==> config.mk <==
export PLATFORM = sky130hd
export DESIGN_NAME = impact_pulse_detector
export DESIGN_NICKNAME = d
export VERILOG_FILES = /design/src/sv/ipd_pkg.sv /design/src/sv/impact_pulse_detector.sv
export VERILOG_INCLUDE_DIRS = /design/src /design/src/sv
export SDC_FILE = /design/constraint.sdc
export NUM_CORES = 1
export LEC_CHECK = 0
export BUFFER_PORTS_ARGS = -buffer_cell sky130_fd_sc_hd__buf_2
export CORE_MARGIN = 1.5
export CORE_UTILIZATION = 30
export DETAILED_ROUTE_END_ITERATION = 6
export GPL_TIMING_DRIVEN = 0
export PLACE_DENSITY = 0.45
export SLEW_MARGIN = 20
export SYNTH_ARGS = -nofsm -noshare
export SYNTH_HDL_FRONTEND = slang
export SYNTH_SLANG_ARGS = --single-unit
==> constraint.sdc <==
create_clock -name aclk -period 7.8 [get_ports aclk]
set_input_delay 1.95 -clock aclk [delete_from_list [all_inputs] [get_ports aclk]]
set_output_delay 1.95 -clock aclk [all_outputs]
set_load 0.03 [all_outputs]
==> src/sv/impact_pulse_detector_defines.svh <==
// assertion macros for the impact pulse detector
`ifndef IMPACT_PULSE_DETECTOR_DEFINES_SVH
`define IMPACT_PULSE_DETECTOR_DEFINES_SVH

`ifndef NO_ASSERTIONS
// property that must hold on every clock edge outside reset
`define IPD_ASSERT(label, prop) \
    label: assert property (@(posedge aclk) disable iff (!aresetn) prop) \
        else $error("impact_pulse_detector: check failed");
// condition in one cycle that requires another in the next cycle
`define IPD_ASSERT_NEXT(label, ante, cons) \
    label: assert property (@(posedge aclk) disable iff (!aresetn) (ante) |=> (cons)) \
        else $error("impact_pulse_detector: check failed");
`else
`define IPD_ASSERT(label, prop)
`define IPD_ASSERT_NEXT(label, ante, cons)
`endif

`endif

==> src/sv/ipd_pkg.sv <==
// types and constants of the impact pulse detector
`timescale 1ns / 1ps

package ipd_pkg;

    localparam int SAMPLE_W  = 16;
    localparam int INDEX_W   = 32;
    localparam int MAG_W     = 15;
    localparam int COUNT_W   = 7;
    localparam int CFG_IDX_W = 1;
    localparam int S_DATA_W  = 48;
    localparam int S_USER_W  = 2;
    localparam int M_DATA_W  = 96;
    localparam int M_USER_W  = 1;

    typedef enum logic [1:0] {
        OP_SAMPLE = 2'd0,
        OP_START  = 2'd1,
        OP_STOP   = 2'd2
    } op_t;

    typedef enum logic [CFG_IDX_W-1:0] {
        REG_TARGET_IMPACTS = 1'b0,
        REG_MIN_IMPACTS    = 1'b1
    } cfg_reg_t;

    localparam logic [COUNT_W-1:0]  TARGET_RESET = 7'd100;
    localparam logic [COUNT_W-1:0]  MIN_RESET    = 7'd10;
    localparam logic [COUNT_W-1:0]  COUNT_MAX    = '1;
    localparam logic [MAG_W-1:0]    MAG_MAX      = '1;
    localparam logic [SAMPLE_W-1:0] SAMPLE_MIN   = 16'h8000;

endpackage

==> src/sv/impact_pulse_detector.sv <==
// impact pulse detector: zero-crossing pulse capture with peak tracking
`timescale 1ns / 1ps

// Takes one request per cycle: a sample with its index, or a start or stop
// command, and returns exactly one result per request. A request is captured in
// an input register and is evaluated by a single compare-and-update stage into
// the result register, so the throughput is one request per clock while
// m_tready stays high; a stalled result stops the flow only once the input
// register is also full.
// target_impacts and min_impacts are written through cfg_we/cfg_index/cfg_wdata
// and must only change while no request is in flight.

`include "impact_pulse_detector_defines.svh"

module impact_pulse_detector (
    input  logic                              aclk,
    input  logic                              aresetn,
    // configuration
    input  logic                              cfg_we,
    input  logic [ipd_pkg::CFG_IDX_W-1:0]     cfg_index,
    input  logic [ipd_pkg::COUNT_W-1:0]       cfg_wdata,
    // requests
    input  logic                              s_tvalid,
    output logic                              s_tready,
    input  logic [ipd_pkg::S_DATA_W-1:0]      s_tdata,  // sample[15:0], sample_pos[47:16]
    input  logic [ipd_pkg::S_USER_W-1:0]      s_tuser,  // operation[1:0]
    // results
    output logic                              m_tvalid,
    input  logic                              m_tready,
    // edge_index[31:0], peak_ofs[63:32], peak_magnitude[78:64],
    // impact_number[85:79], measurement_done[86], stop_accepted[87],
    // measuring[88], zero fill [95:89]
    output logic [ipd_pkg::M_DATA_W-1:0]      m_tdata,
    output logic [ipd_pkg::M_USER_W-1:0]      m_tuser   // impact_valid[0]
);
    import ipd_pkg::*;

    // configuration registers
    logic [COUNT_W-1:0]  target_reg;
    logic [COUNT_W-1:0]  min_reg;

    // input stage
    logic                in_valid_reg;
    logic [1:0]          in_op_reg;
    logic [SAMPLE_W-1:0] in_sample_reg;
    logic [INDEX_W-1:0]  in_index_reg;

    // detector state
    logic                active_reg,   active_next;
    logic                armed_reg,    armed_next;
    logic [SAMPLE_W-1:0] prev_reg,     prev_next;
    logic [INDEX_W-1:0]  edge_reg,     edge_next;
    logic [INDEX_W-1:0]  peak_pos_reg, peak_pos_next;
    logic [MAG_W-1:0]    peak_lvl_reg, peak_lvl_next;
    logic [COUNT_W-1:0]  total_reg,    total_next;

    // result stage
    logic                m_valid_reg;
    logic                valid_reg,    valid_next;
    logic [INDEX_W-1:0]  edge_out_reg, edge_out_next;
    logic [INDEX_W-1:0]  off_out_reg,  off_out_next;
    logic [MAG_W-1:0]    mag_out_reg,  mag_out_next;
    logic                done_reg,     done_next;
    logic                acc_reg,      acc_next;

    logic                advance;
    logic                s_accept;
    logic                rising;
    logic                falling;
    logic                prev_neg;
    logic                prev_pos;
    logic                cur_nonpos;
    logic [MAG_W-1:0]    mag;
    logic [COUNT_W-1:0]  total_inc;

    assign advance  = !m_valid_reg || m_tready;
    assign s_tready = !in_valid_reg || advance;
    assign s_accept = s_tvalid && s_tready;

    assign prev_neg   = prev_reg[SAMPLE_W-1];
    assign prev_pos   = !prev_reg[SAMPLE_W-1] && (prev_reg != '0);
    assign cur_nonpos = in_sample_reg[SAMPLE_W-1] || (in_sample_reg == '0);

    // magnitude with the most negative sample clipped to full scale
    always_comb begin
        if (!in_sample_reg[SAMPLE_W-1]) begin
            mag = in_sample_reg[MAG_W-1:0];
        end else if (in_sample_reg == SAMPLE_MIN) begin
            mag = MAG_MAX;
        end else begin
            mag = MAG_W'(SAMPLE_W'(-in_sample_reg));
        end
    end

    assign total_inc = (total_reg == COUNT_MAX) ? total_reg : total_reg + COUNT_W'(1);

    always_comb begin
        active_next   = active_reg;
        armed_next    = armed_reg;
        prev_next     = prev_reg;
        edge_next     = edge_reg;
        peak_pos_next = peak_pos_reg;
        peak_lvl_next = peak_lvl_reg;
        total_next    = total_reg;
        valid_next    = 1'b0;
        edge_out_next = '0;
        off_out_next  = '0;
        mag_out_next  = '0;
        done_next     = 1'b0;
        acc_next      = 1'b0;
        rising        = 1'b0;
        falling       = 1'b0;

        case (op_t'(in_op_reg))
            OP_START: begin
                active_next = 1'b1;
                total_next  = '0;
            end
            OP_STOP: begin
                if (active_reg && total_reg >= min_reg) begin
                    active_next = 1'b0;
                    done_next   = 1'b1;
                    acc_next    = 1'b1;
                end
            end
            OP_SAMPLE: begin
                if (active_reg) begin
                    rising = !armed_reg && prev_neg && !in_sample_reg[SAMPLE_W-1];
                    if (rising) begin
                        armed_next    = 1'b1;
                        edge_next     = in_index_reg;
                        peak_lvl_next = '0;
                        peak_pos_next = in_index_reg;
                    end
                    if (armed_next) begin
                        if (mag > peak_lvl_next) begin
                            peak_lvl_next = mag;
                            peak_pos_next = in_index_reg;
                        end
                        falling = (in_index_reg > peak_pos_next) && prev_pos && cur_nonpos;
                        if (falling) begin
                            total_next    = total_inc;
                            valid_next    = 1'b1;
                            edge_out_next = edge_next;
                            off_out_next  = peak_pos_next - edge_next;
                            mag_out_next  = peak_lvl_next;
                            armed_next    = 1'b0;
                            // automatic stop still honours the minimum count
                            if (total_inc >= target_reg && total_inc >= min_reg) begin
                                active_next = 1'b0;
                                done_next   = 1'b1;
                            end
                        end
                    end
                    prev_next = in_sample_reg;
                end
            end
            default: begin
            end
        endcase
    end

    always_ff @(posedge aclk) begin
        if (!aresetn) begin
            target_reg <= TARGET_RESET;
            min_reg    <= MIN_RESET;
        end else if (cfg_we) begin
            case (cfg_reg_t'(cfg_index))
                REG_TARGET_IMPACTS: target_reg <= cfg_wdata;
                REG_MIN_IMPACTS:    min_reg    <= cfg_wdata;
                default: begin
                end
            endcase
        end
    end

    always_ff @(posedge aclk) begin
        if (!aresetn) begin
            in_valid_reg <= 1'b0;
        end else if (s_accept) begin
            in_valid_reg <= 1'b1;
        end else if (advance) begin
            in_valid_reg <= 1'b0;
        end
    end

    always_ff @(posedge aclk) begin
        if (s_accept) begin
            in_op_reg     <= s_tuser[1:0];
            in_sample_reg <= s_tdata[15:0];
            in_index_reg  <= s_tdata[47:16];
        end
    end

    always_ff @(posedge aclk) begin
        if (!aresetn) begin
            active_reg   <= 1'b0;
            armed_reg    <= 1'b0;
            prev_reg     <= '0;
            edge_reg     <= '0;
            peak_pos_reg <= '0;
            peak_lvl_reg <= '0;
            total_reg    <= '0;
            m_valid_reg  <= 1'b0;
        end else if (advance) begin
            m_valid_reg <= in_valid_reg;
            if (in_valid_reg) begin
                active_reg   <= active_next;
                armed_reg    <= armed_next;
                prev_reg     <= prev_next;
                edge_reg     <= edge_next;
                peak_pos_reg <= peak_pos_next;
                peak_lvl_reg <= peak_lvl_next;
                total_reg    <= total_next;
            end
        end
    end

    always_ff @(posedge aclk) begin
        if (advance && in_valid_reg) begin
            valid_reg    <= valid_next;
            edge_out_reg <= edge_out_next;
            off_out_reg  <= off_out_next;
            mag_out_reg  <= mag_out_next;
            done_reg     <= done_next;
            acc_reg      <= acc_next;
        end
    end

    assign m_tvalid = m_valid_reg;
    assign m_tuser  = valid_reg;
    // count and measuring follow the state left by the request just delivered
    assign m_tdata  = {7'd0, active_reg, acc_reg, done_reg, total_reg,
                       mag_out_reg, off_out_reg, edge_out_reg};

    `IPD_ASSERT(a_stop_flags, (m_valid_reg && acc_reg) |-> (done_reg && !active_reg))
    `IPD_ASSERT(a_idle_result_zero, (m_valid_reg && !valid_reg) |->
        (edge_out_reg == '0 && off_out_reg == '0 && mag_out_reg == '0))
    `IPD_ASSERT_NEXT(a_start_clears, (advance && in_valid_reg && in_op_reg == OP_START),
        (active_reg && total_reg == '0))
    `IPD_ASSERT_NEXT(a_count_monotonic, (advance && in_valid_reg && in_op_reg != OP_START),
        (total_reg >= $past(total_reg)))
    `IPD_ASSERT(a_impact_disarms, (m_valid_reg && valid_reg) |-> !armed_reg)

endmodule
==> results.md, run 1 <==
* Status: finished clean
* Unique masters post-synth at 65
* Finished layout cell area at 16200 um2
* Average cell area after synthesis at 9.59 um2
* Number of global-route vias before repair at 10760
* Depth of the worst hold-timing path at 2
* Kind of end point of the critical path: register
* Largest fanout on the critical path at 10
* Peak clock frequency supported by timing at 0.136 GHz
* Final-report max-slew violation count at 0
* Max_slew headroom at a little under two fifths
* Post-Place Cells at 2162
* Required time at the worst-slack endpoint at a little over 8 ns
* Top area cells in the synthesized netlist: edfxtp_1 29%, dfxtp_1 18%, ha_1 9.1%
* Cell type of the slowest stage on the worst timing path: or4_1
* Flip-flop cell with the highest count after synthesis: edfxtp_1
* Share of the yosys chip area belonging to registers at 47.1%
* Insertion delay to the later sink of the worst-skew pair at roughly 0.59 ns
* Startpoint of the tightest hold check path: min_reg[4]
* Most common cell after layout, fill and taps aside: nor2_1
* Clock tree from TritonCTS: done
* Final critical-path share of the clock period at between 90 and 100%
* Routed wire length at between 40000 and 50000 um
* DR WL/cell at about 19 um
* Flop and latch count out of synthesis at 252
* Number of synthesized flops with an enable pin at 132
* Post-route insts no fill at roughly 2200
* Estimated wirelength of the detail-placed design at 31200 um
* Synthesized cell area at 13500 um2
* MaxCap Viol Count at 0
* Core Rows at between 70 and 80
* Static leakage at 6.36 nW
* Area of the core at approximately 44000 um2
* Count of nets after finishing at 1768
* Clk pin slew, worst setup/hold paths at ~0.060 ns
* Worst vdd rail ir drop at 145 uV
* Critical path launch point type: register
* Hold Vio Cnt, Final at 0
* Yosys Warn Count at 0
* Post-route setup slack at 0.429 ns
* Placement Setup Slack at -1.03 ns
* Area share of the largest cell type after synthesis at between 20% and 30%
* Actual slew at the worst max-slew pin at ~0.94 ns
* Min Clock Period, post-route at 7.37 ns
* Reg-to-reg endpoint: edge_out_reg[18]
* TritonCTS buffer count at 31
* Cell area after placement at 15100 um2
* Layout cells sized above 1 at 15.6%
* Post-synthesis async set-or-reset flop share at 0%
* Largest area contributor in the synthesized netlist: edfxtp_1
* Number of buffers inserted by port buffering at between 150 and 200
* Commonest non-fill, non-tap cells in the layout: 196 x nor2_1, 158 x buf_2, 132 x edfxtp_1, 120 x dfxtp_1, 117 x nand2_1
* DIE WIDTH at 215 um
* Count of hold-fix buffers inserted at cts at 0
* Highest cell delay on the worst timing path at 0.58 ns
* Worst min path class: reg2reg
* Data arrival, critical path at 7.69 ns
* Clk root buf: clkbuf_16
* Worst setup path start: in_sample_reg[2]
* Routed via count at 11056
* DR pass1 iterations at 5
* Critical Setup Path Class: reg2reg
* Global route total overflow at 0
* Cell Pwr Density at 216 nW/um2
* Global-route wire length before repair at around 64000 um
* Number of top-level design ports at about 160
* Floorplan die height at 215 um
* Worst R2R Setup Slack at 0.43 ns
* # H-tree levels at 1
* Die area at roughly 46000 um2
* Antenna violations before repair at 1
* Final weighted congestion in routability-driven placement at 0.856
* Maximum number of pins on one net before global-route repair at 56
* Area growth from synthesis to layout at 20.0%
* DRC violations left at 0
* Final Power at 3.50 mW
* Unrepaired setup endpoints after global routing: true
* Worst-case hold slack at 0.455 ns
* Worst reg2reg startpoint: in_sample_reg[2]
* Hold EP: min_reg[4]
* Number of design-rule violations left by the first detailed-router iteration at 634
* Mean number of vias per cell at 4.97
* Post-Syn Instances at roughly 1400
* Clock tree buffer depth at 3
* Global router's overall resource usage at between 10% and 20%
* Count of inserted antenna diode cells at 0
* Num Clock Sinks at 252
* Remaining number of nets flagged by the antenna check after routing at 0
* Reg2reg path depth at 27
* Setup violators final at 0
* Effective utilization at floorplan at 30.5%
* Worst clock skew on the final layout at 0.0133 ns
[Yosys cell counts (4+ instances only)]
| library cell | instances |
|---|---|
| a211o_1 | 8 |
| a211oi_1 | 72 |
| a21o_1 | 43 |
| a21oi_1 | 103 |
| a22oi_1 | 17 |
| a31oi_1 | 11 |
| and2_1 | 9 |
| and3_1 | 7 |
| buf_1 | 10 |
| buf_2 | 7 |
| buf_4 | 10 |
| clkbuf_1 | 53 |
| dfxtp_1 | 120 |
| edfxtp_1 | 132 |
| ha_1 | 98 |
| inv_1 | 63 |
| mux2i_1 | 63 |
| nand2_1 | 117 |
| nand2b_1 | 11 |
| nand3_1 | 44 |
| nand4_1 | 13 |
| nor2_1 | 196 |
| nor2b_1 | 14 |
| nor3_1 | 13 |
| nor3b_1 | 4 |
| nor4_1 | 6 |
| o211ai_1 | 8 |
| o21ai_0 | 50 |
| o21bai_1 | 5 |
| o22ai_1 | 4 |
| o31ai_1 | 5 |
| or3_1 | 11 |
| xnor2_1 | 20 |
| xor2_1 | 15 |
[worst max-delay path, delay by kind of cell, from the launching register on]
kind	cells	cell delay, ns
AND/OR/NAND/NOR	9	2.45
AO/OA/AOI/OAI	11	2.17
buffers and inverters	4	1.01
adder cells (fa/ha/maj)	2	0.65
flip-flops	1	0.51
multiplexers	1	0.29
[kinds of logic after synthesis]
logic type / synth area share (%)
other cells: 0.0277
buf+inv: 4.39
flops: 47.1
xor+xnor: 2.27
simple gates: 15.2
mux: 4.83
compound gates: 17.2
fa+ha+maj: 9.06
[report_power, final]
part           leakage (nW)  switching (mW)  internal [mW]
Combinational          3.62           0.368          0.212
Sequential             2.24          0.0294           1.43
Clock                 0.500           0.601          0.859
[how the worst max path moves through the flow]
stage                  endpoint  slack [ns]  cells past startpoint
2_1_floorplan  edge_out_reg[10]        1.28                     27
3_3_place_gp   edge_out_reg[29]       -1.01                     27
6_report       edge_out_reg[18]        0.43                     27
3_5_place_dp   edge_out_reg[26]       -1.03                     27
5_1_grt            total_reg[4]       -0.01                     31
4_1_cts         edge_out_reg[1]        0.01                     28
[final cells by class]
type                    instances  area, um2
fillers                      4658      28100
multi-input cells            1019       6650
flip-flops and latches        252       6370
repair buffers                157        833
clock buffers                  34        787
well taps                     592        741
plain buffers                  80        368
inverters                      66        253
clock inverters                24        233
[timing repair]
action | 4_1_cts | 5_1_grt
gates resized for setup | 17 | 14
buffers inserted | 4 | 0
pin swaps | 1 | 2
setup endpoints to repair | 88 | 89
[metal layers]
| layer | routed length, um | GRT usage [%] |
|---|---|---|
| met1 | 20000 | 24.8 |
| met2 | 18700 | 28.5 |
| met3 | 1900 | 2.75 |
| met4 | 1120 | 4.76 |
| met5 | 17 | 0 |
[through the flow]
stage          TNS (ns)  util [%]
2_1_floorplan         0         -
3_3_place_gp     -63.24      34.0
3_5_place_dp     -66.73      34.1
4_1_cts               0      36.5
5_1_grt         -0.0143      36.6
6_report              0      36.6
Note: power is estimated with default switching activity, not from simulation.
==> inputs of run 2 (changes only) <==
--- a/config.mk
+++ b/config.mk
@@ -8,10 +8,10 @@
 export LEC_CHECK = 0
 export BUFFER_PORTS_ARGS = -buffer_cell sky130_fd_sc_hd__buf_2
 export CORE_MARGIN = 1.5
-export CORE_UTILIZATION = 30
+export CORE_UTILIZATION = 59
 export DETAILED_ROUTE_END_ITERATION = 6
 export GPL_TIMING_DRIVEN = 0
-export PLACE_DENSITY = 0.45
+export PLACE_DENSITY = 0.79
 export SLEW_MARGIN = 20
 export SYNTH_ARGS = -nofsm -noshare
 export SYNTH_HDL_FRONTEND = slang
==> run 2 against run 1 <==
  * Global-route usage up 11 points
  * First-iteration DRC count increased by 24%
  * Utilization up 33 points
  * Critical path depth grew 1
  * Combinational power decreased by 2%
  * Sequential share of layout area grew 1.2 points
  * Via count increased by 2.0%
  * Worst hold slack hardly changed
  * Power down 2.2%
  * Final cell count shrank 14%
==> results.md, run 2 (same netlist as run 1, synthesis figures left out) <==
* Status: finished clean
* Clock power share at 40.8% (-0.9 points)
* Net switching power at 0.928 mW (-7.1%)
* Min Clock Period, post-route at 7.35 ns (-0.0176 ns)
* Worst clock skew on the final layout at 0.0142 ns (+0.000906 ns)
* Cell area after placement at 14700 um2 (-2.7%)
* Uppermost layer routed: met5
* Area of the core at 22600 um2 (-49%)
* Highest cell delay on the worst timing path at 0.57 ns (about the same)
* DR pass1 iterations at 5 (unchanged)
* Final Power at 3.42 mW (-2.2%)
* Finished layout cell area at 15800 um2 (-3.0%)
* DR WL/cell at 18.2 um (-2.8%)
* Final critical-path share of the clock period at 94.3% (-0.23 points)
* Cell Pwr Density at 217 nW/um2 (+0.73%)
* Max_slew headroom at 41.0% (+3.9 points)
* Data arrival, critical path at 7.64 ns (-0.05 ns)
* Worst setup path start: in_sample_reg[0]
* Routed wire length at 34800 um (-17%)
* Final-report max-slew violation count at 0 (unchanged)
* Clk root buf: clkbuf_16
* Internal power of the cells at 2.50 mW (-0.32%)
* Worst vdd rail ir drop at 176 uV (+21%)
* Insertion delay to the later sink of the worst-skew pair at 0.55 ns (-0.04 ns)
* Routed via count at 11277 (+2.0%)
* Number of design-rule violations left by the first detailed-router iteration at 789 (+24%)
* Cell type of the slowest stage on the worst timing path: or4_1
* Peak clock frequency supported by timing at 0.136 GHz (+0.24%)
* Buf+Inv Stages, Crit Path at 5 (+1)
* Effective utilization at floorplan at 59.9% (+29 points)
* Estimated wirelength of the detail-placed design at 25400 um (-18%)
* Mean number of vias per cell at 5.91 (+19%)
* Core Rows at 55 (-29%)
* Antenna violations before repair at 1 (unchanged)
* Fraction of power consumed by sequential logic at 42.6% (+0.8 points)
* Multi-input logic area at 6630 um2 (-0.38%)
* # H-tree levels at 1 (unchanged)
* DIE WIDTH at 154 um (-28%)
* Critical path launch point type: register
* Final core area utilization at 69.8% (+33 points)
* Combinational power share at 16.6% (about the same)
* Met3 wire len at 2450 um (+29%)
* Number of global-route vias before repair at 10660 (-0.93%)
* Critical Setup Path Class: reg2reg
* Top cell family by delay on the critical path: compound AO/OA/AOI/OAI gates
* Switching power as a share of total power at 27.1% (-1.4 points)
* Area growth from synthesis to layout at 16.4%
* Required time at the worst-slack endpoint at 8.09 ns (-0.03 ns)
* Global route total overflow at 0 (unchanged)
* Setup TNS after final layout at 0 ns (unchanged)
* Floorplan die height at 154 um (-28%)
* Register cell area after layout at 6370 um2 (unchanged)
* Count of inserted antenna diode cells at 0 (unchanged)
* Commonest non-fill, non-tap cells in the layout: 196 x nor2_1, 159 x buf_2, 132 x edfxtp_1, 120 x dfxtp_1, 117 x nand2_1
* Number of top-level design ports at 162 (unchanged)
* Clock tree from TritonCTS: done
* Worst min path class: reg2reg
* Global-route wire length before repair at 55100 um (-13%)
* Remaining number of nets flagged by the antenna check after routing at 0 (unchanged)
* MaxCap Viol Count at 0 (unchanged)
* TritonCTS buffer count at 28 (-9.7%)
* Startpoint of the tightest hold check path: target_reg[3]
* Num Clock Sinks at 252 (unchanged)
* Fillers at 1787 (-62%)
* Clock tree buffer depth at 3 (unchanged)
* Die area at 23900 um2 (-49%)
* Setup violators final at 0 (unchanged)
* DRC violations left at 0 (unchanged)
* Routed met2 length at 16000 um (-14%)
* Largest fanout on the critical path at 10 (unchanged)
* Global router's overall resource usage at 28.9% (+11 points)
* Wire length the detailed router placed on met1 at 15300 um (-23%)
* Kind of end point of the critical path: register
* Unrepaired setup endpoints after global routing: false
* Static leakage at 6.33 nW (-0.49%)
* Hold Vio Cnt, Final at 0 (unchanged)
* Number of buffers inserted by port buffering at 151 (unchanged)
* Cell type with the highest occurrence count on the critical path: ha_1
* Count of nets after finishing at 1763 (-0.28%)
* Maximum number of pins on one net before global-route repair at 52 (-7.1%)
* Worst reg2reg startpoint: in_sample_reg[0]
* Final weighted congestion in routability-driven placement at 0.922 (+7.7%)
* Most common cell after layout, fill and taps aside: nor2_1
* Layout cells sized above 1 at 15.2% (-0.42 points)
* Clk pin slew, worst setup/hold paths at 0.06 ns (about the same)
* Actual slew at the worst max-slew pin at 0.885 ns (-0.0591 ns)
run 2: worst paths after layout:
kind,endpoint,slack (ns),depth (start not counted)
hold reg to reg,target_reg[3],0.46,2
hold / removal,target_reg[3],0.46,2
setup / recovery,edge_out_reg[24],0.45,28
setup reg to reg,edge_out_reg[24],0.45,28
run 2: what timing repair did:
item                       CTS  global route
setup endpoints to repair   87            89
setup buffers                3             0
hold buffers                 0             0
pin swaps                    1             0
gates resized for setup      7            16
run 2: layout make-up:
cell class	instances	share of cell area (%)
timing repair buffer	155	5.12
clock buffer	33	4.77
tap	285	2.26
sequential	252	40.4
clock inverter	19	1.50
inverter	66	1.59
buffer	80	2.29
multi-input combinational	1019	42.1
run 2: worst min-delay path, stage by stage (launching register included):
cell and delay [ns]:
dfxtp_1 0.31, nand2_1 0.05, a21oi_1 0.05
run 2: stage by stage:
| stage | hold WS, ns | setup WS [ns] | cells |
|---|---|---|---|
| global placement | 0.444 | -0.488 | 1853 |
| global route | 0.477 | 0.0547 | 1909 |
| finish | 0.455 | 0.447 | 1909 |
| detailed placement | 0.449 | -0.594 | 1854 |
| CTS | 0.457 | 0.0203 | 1909 |
| floorplan | 0.436 | 1.28 | 1417 |
run 2: power by group through the flow:
stage / sequential [mW] / combinational, mW / clock, mW
global placement: 1.49 / 0.542 / 0
floorplan: 1.51 / 0.378 / 0
global route: 1.46 / 0.623 / 1.47
detailed placement: 1.49 / 0.553 / 0
CTS: 1.46 / 0.558 / 1.41
finish: 1.46 / 0.568 / 1.40
run 2: routing by layer:
| metal | vias up | GRT usage, % |
|---|---|---|
| li1 | 5474 | - |
| met1 | 5297 | 39.4 |
| met2 | 436 | 47.3 |
| met3 | 68 | 4.90 |
| met4 | 2 | 9.11 |
| met5 | - | 0 |
==> inputs of run 3 (changes only) <==
--- a/config.mk
+++ b/config.mk
@@ -7,8 +7,10 @@
 export NUM_CORES = 1
 export LEC_CHECK = 0
 export BUFFER_PORTS_ARGS = -buffer_cell sky130_fd_sc_hd__buf_2
+export CELL_PAD_IN_SITES_DETAIL_PLACEMENT = 0
+export CELL_PAD_IN_SITES_GLOBAL_PLACEMENT = 1
 export CORE_MARGIN = 1.5
-export CORE_UTILIZATION = 59
+export CORE_UTILIZATION = 46
 export DETAILED_ROUTE_END_ITERATION = 6
 export GPL_TIMING_DRIVEN = 0
 export PLACE_DENSITY = 0.79
==> run 3 against run 2 <==
  * Sequential power hardly changed
  * Largest cell class unchanged
  * Worst hold slack worse by 0.0014 ns
  * Final cell count is 5.3% higher
==> results.md, run 3 (same netlist as run 1, synthesis figures left out) <==
* Post-Place Cells at 1953 (+5.3%)
* Worst clock skew on the final layout at 0.0179 ns (+0.00365 ns)
* Reg-to-reg endpoint: off_out_reg[0]
* Area growth from synthesis to layout at 17.5%
* Layout cells sized above 1 at 15.4% (+0.22 points)
* Clk root buf: clkbuf_16
* Actual slew at the worst max-slew pin at 0.913 ns (+0.0285 ns)
* Worst R2R Setup Slack at 0.42 ns (-0.03 ns)
* Hold Vio Cnt, Final at 0 (unchanged)
* Most common cell after layout, fill and taps aside: nor2_1
* Global-route wire length before repair at 56300 um (+2.2%)
* Count of nets after finishing at 1765 (+0.11%)
* Global route total overflow at 0 (unchanged)
* Cell type with the highest occurrence count on the critical path: ha_1
* Final critical-path share of the clock period at 94.7% (+0.41 points)
* Worst reg2reg startpoint: in_sample_reg[1]
* Cell type of the slowest stage on the worst timing path: or4_1
* Mean number of vias per cell at 5.43 (-8.1%)
* TritonCTS buffer count at 29 (+3.6%)
* Data arrival, critical path at 7.66 ns (+0.02 ns)
* Reg2reg path depth at 28 (unchanged)
* Clk pin slew, worst setup/hold paths at 0.06 ns (about the same)
* DRC violations left at 0 (unchanged)
* Fillers at 2716 (+52%)
* Number of design-rule violations left by the first detailed-router iteration at 795 (+0.76%)
* Commonest non-fill, non-tap cells in the layout: 196 x nor2_1, 158 x buf_2, 132 x edfxtp_1, 120 x dfxtp_1, 117 x nand2_1
* Number of top-level design ports at 162 (unchanged)
* Remaining number of nets flagged by the antenna check after routing at 0 (unchanged)
* Num Clock Sinks at 252 (unchanged)
* Setup violators final at 0 (unchanged)
* Clock tree buffer depth at 3 (unchanged)
* Final-report max-slew violation count at 0 (unchanged)
* Maximum number of pins on one net before global-route repair at 51 (-1.9%)
* Critical Setup Path Class: reg2reg
* Max_slew headroom at 39.1% (-1.9 points)
* Final weighted congestion in routability-driven placement at 0.892 (-3.3%)
* Number of global-route vias before repair at 10508 (-1.4%)
* Insertion delay to the later sink of the worst-skew pair at 0.56 ns (about the same)
* Largest fanout on the critical path at 10 (unchanged)
* Post-route insts no fill at 2011 (+5.3%)
* Peak clock frequency supported by timing at 0.135 GHz (-0.43%)
* Startpoint of the tightest hold check path: min_reg[5]
* Worst min path class: reg2reg
* Finished layout cell area at 15900 um2 (+0.94%)
* Depth of the worst hold-timing path at 2 (unchanged)
* Antenna violations before repair at 0 (-1)
* MaxCap Viol Count at 0 (unchanged)
* Status: finished clean
* Min Clock Period, post-route at 7.38 ns (+0.0317 ns)
* Area of the core at 28900 um2 (+28%)
* Core Rows at 62 (+13%)
* Global router's overall resource usage at 23.3% (-5.6 points)
* Highest cell delay on the worst timing path at 0.57 ns (about the same)
* # H-tree levels at 1 (unchanged)
* Final core area utilization at 55.1% (-15 points)
* Count of inserted antenna diode cells at 0 (unchanged)
* Required time at the worst-slack endpoint at 8.08 ns (about the same)
* Effective utilization at floorplan at 46.9% (-13 points)
* Clock tree from TritonCTS: done
* Critical path launch point type: register
* Kind of end point of the critical path: register
* DIE WIDTH at 175 um (+13%)
* Estimated wirelength of the detail-placed design at 26200 um (+3.2%)
* Number of buffers inserted by port buffering at 151 (unchanged)
* Routed wire length at 35400 um (+1.8%)
* Floorplan die height at 175 um (+13%)
* DR WL/cell at 17.6 um (-3.3%)
* Die area at 30500 um2 (+28%)
* Cell Pwr Density at 216 nW/um2 (-0.81%)
* DR pass1 iterations at 5 (unchanged)
* Routed via count at 10917 (-3.2%)
* Static leakage at 6.33 nW (+0.13%)
* Count of hold-fix buffers inserted at cts at 0 (unchanged)
* Hold EP: min_reg[5]
* Cell area after placement at 14800 um2 (+0.79%)
* Worst vdd rail ir drop at 147 uV (-17%)
## run 3: worst max-delay path by stage
| stage | from | to | slack (ns) |
|---|---|---|---|
| 2_1_floorplan | in_sample_reg[2] | edge_out_reg[10] | 1.28 |
| 3_3_place_gp | in_sample_reg[2] | off_out_reg[0] | -0.79 |
| 3_5_place_dp | in_sample_reg[2] | off_out_reg[0] | -0.80 |
| 4_1_cts | in_sample_reg[2] | off_out_reg[0] | 0.06 |
| 5_1_grt | in_sample_reg[1] | total_reg[4] | -0.005 |
| 6_report | in_sample_reg[1] | off_out_reg[0] | 0.42 |
## run 3: critical path, delay by kind of cell (launching register included)
kind,cells,cell delay (ns)
adder cells (fa/ha/maj),3,0.87
multiplexers,1,0.28
AO/OA/AOI/OAI,11,2.26
AND/OR/NAND/NOR,8,2.16
buffers and inverters,5,1.05
flip-flops,1,0.45
## run 3: cell type report
cell class              instances  area, um2  share of cell area, %
plain buffers                  80        367                   2.31
clock buffers                  34        754                   4.75
clock inverters                20        236                   1.49
inverters                      66        250                   1.57
multi-input cells            1019       6630                   41.7
flip-flops and latches        252       6370                   40.0
well taps                     384        480                   3.02
repair buffers                156        818                   5.15
## run 3: through the flow
stage                     hold slack (ns)  setup TNS, ns  worst slack (ns)  power, mW
after floorplan                     0.436              0              1.28       1.89
after detailed placement            0.448         -45.19            -0.798       2.04
after global placement              0.443         -43.41            -0.788       2.04
final                               0.454              0             0.415       3.43
after global routing                0.479       -0.00534          -0.00534       3.57
after CTS                           0.457              0            0.0577       3.44
## run 3: power breakdown
part	switching (mW)	leakage, nW	internal, mW
clock	0.549	0.483	0.856
combinational	0.356	3.61	0.208
sequential	0.0263	2.24	1.43
## run 3: repair_timing
| item | in CTS | in global routing |
|---|---|---|
| setup endpoints to repair | 87 | 86 |
| pin swaps | 1 | 0 |
| gates resized for setup | 11 | 13 |
| setup buffers | 4 | 0 |
| gates cloned | 0 | 0 |
## run 3: routing by layer
layer	global-route usage, %	routed length [um]
met5	0	0
met3	2.93	1930
met2	37.4	15900
met4	6.37	886
met1	33.1	16700
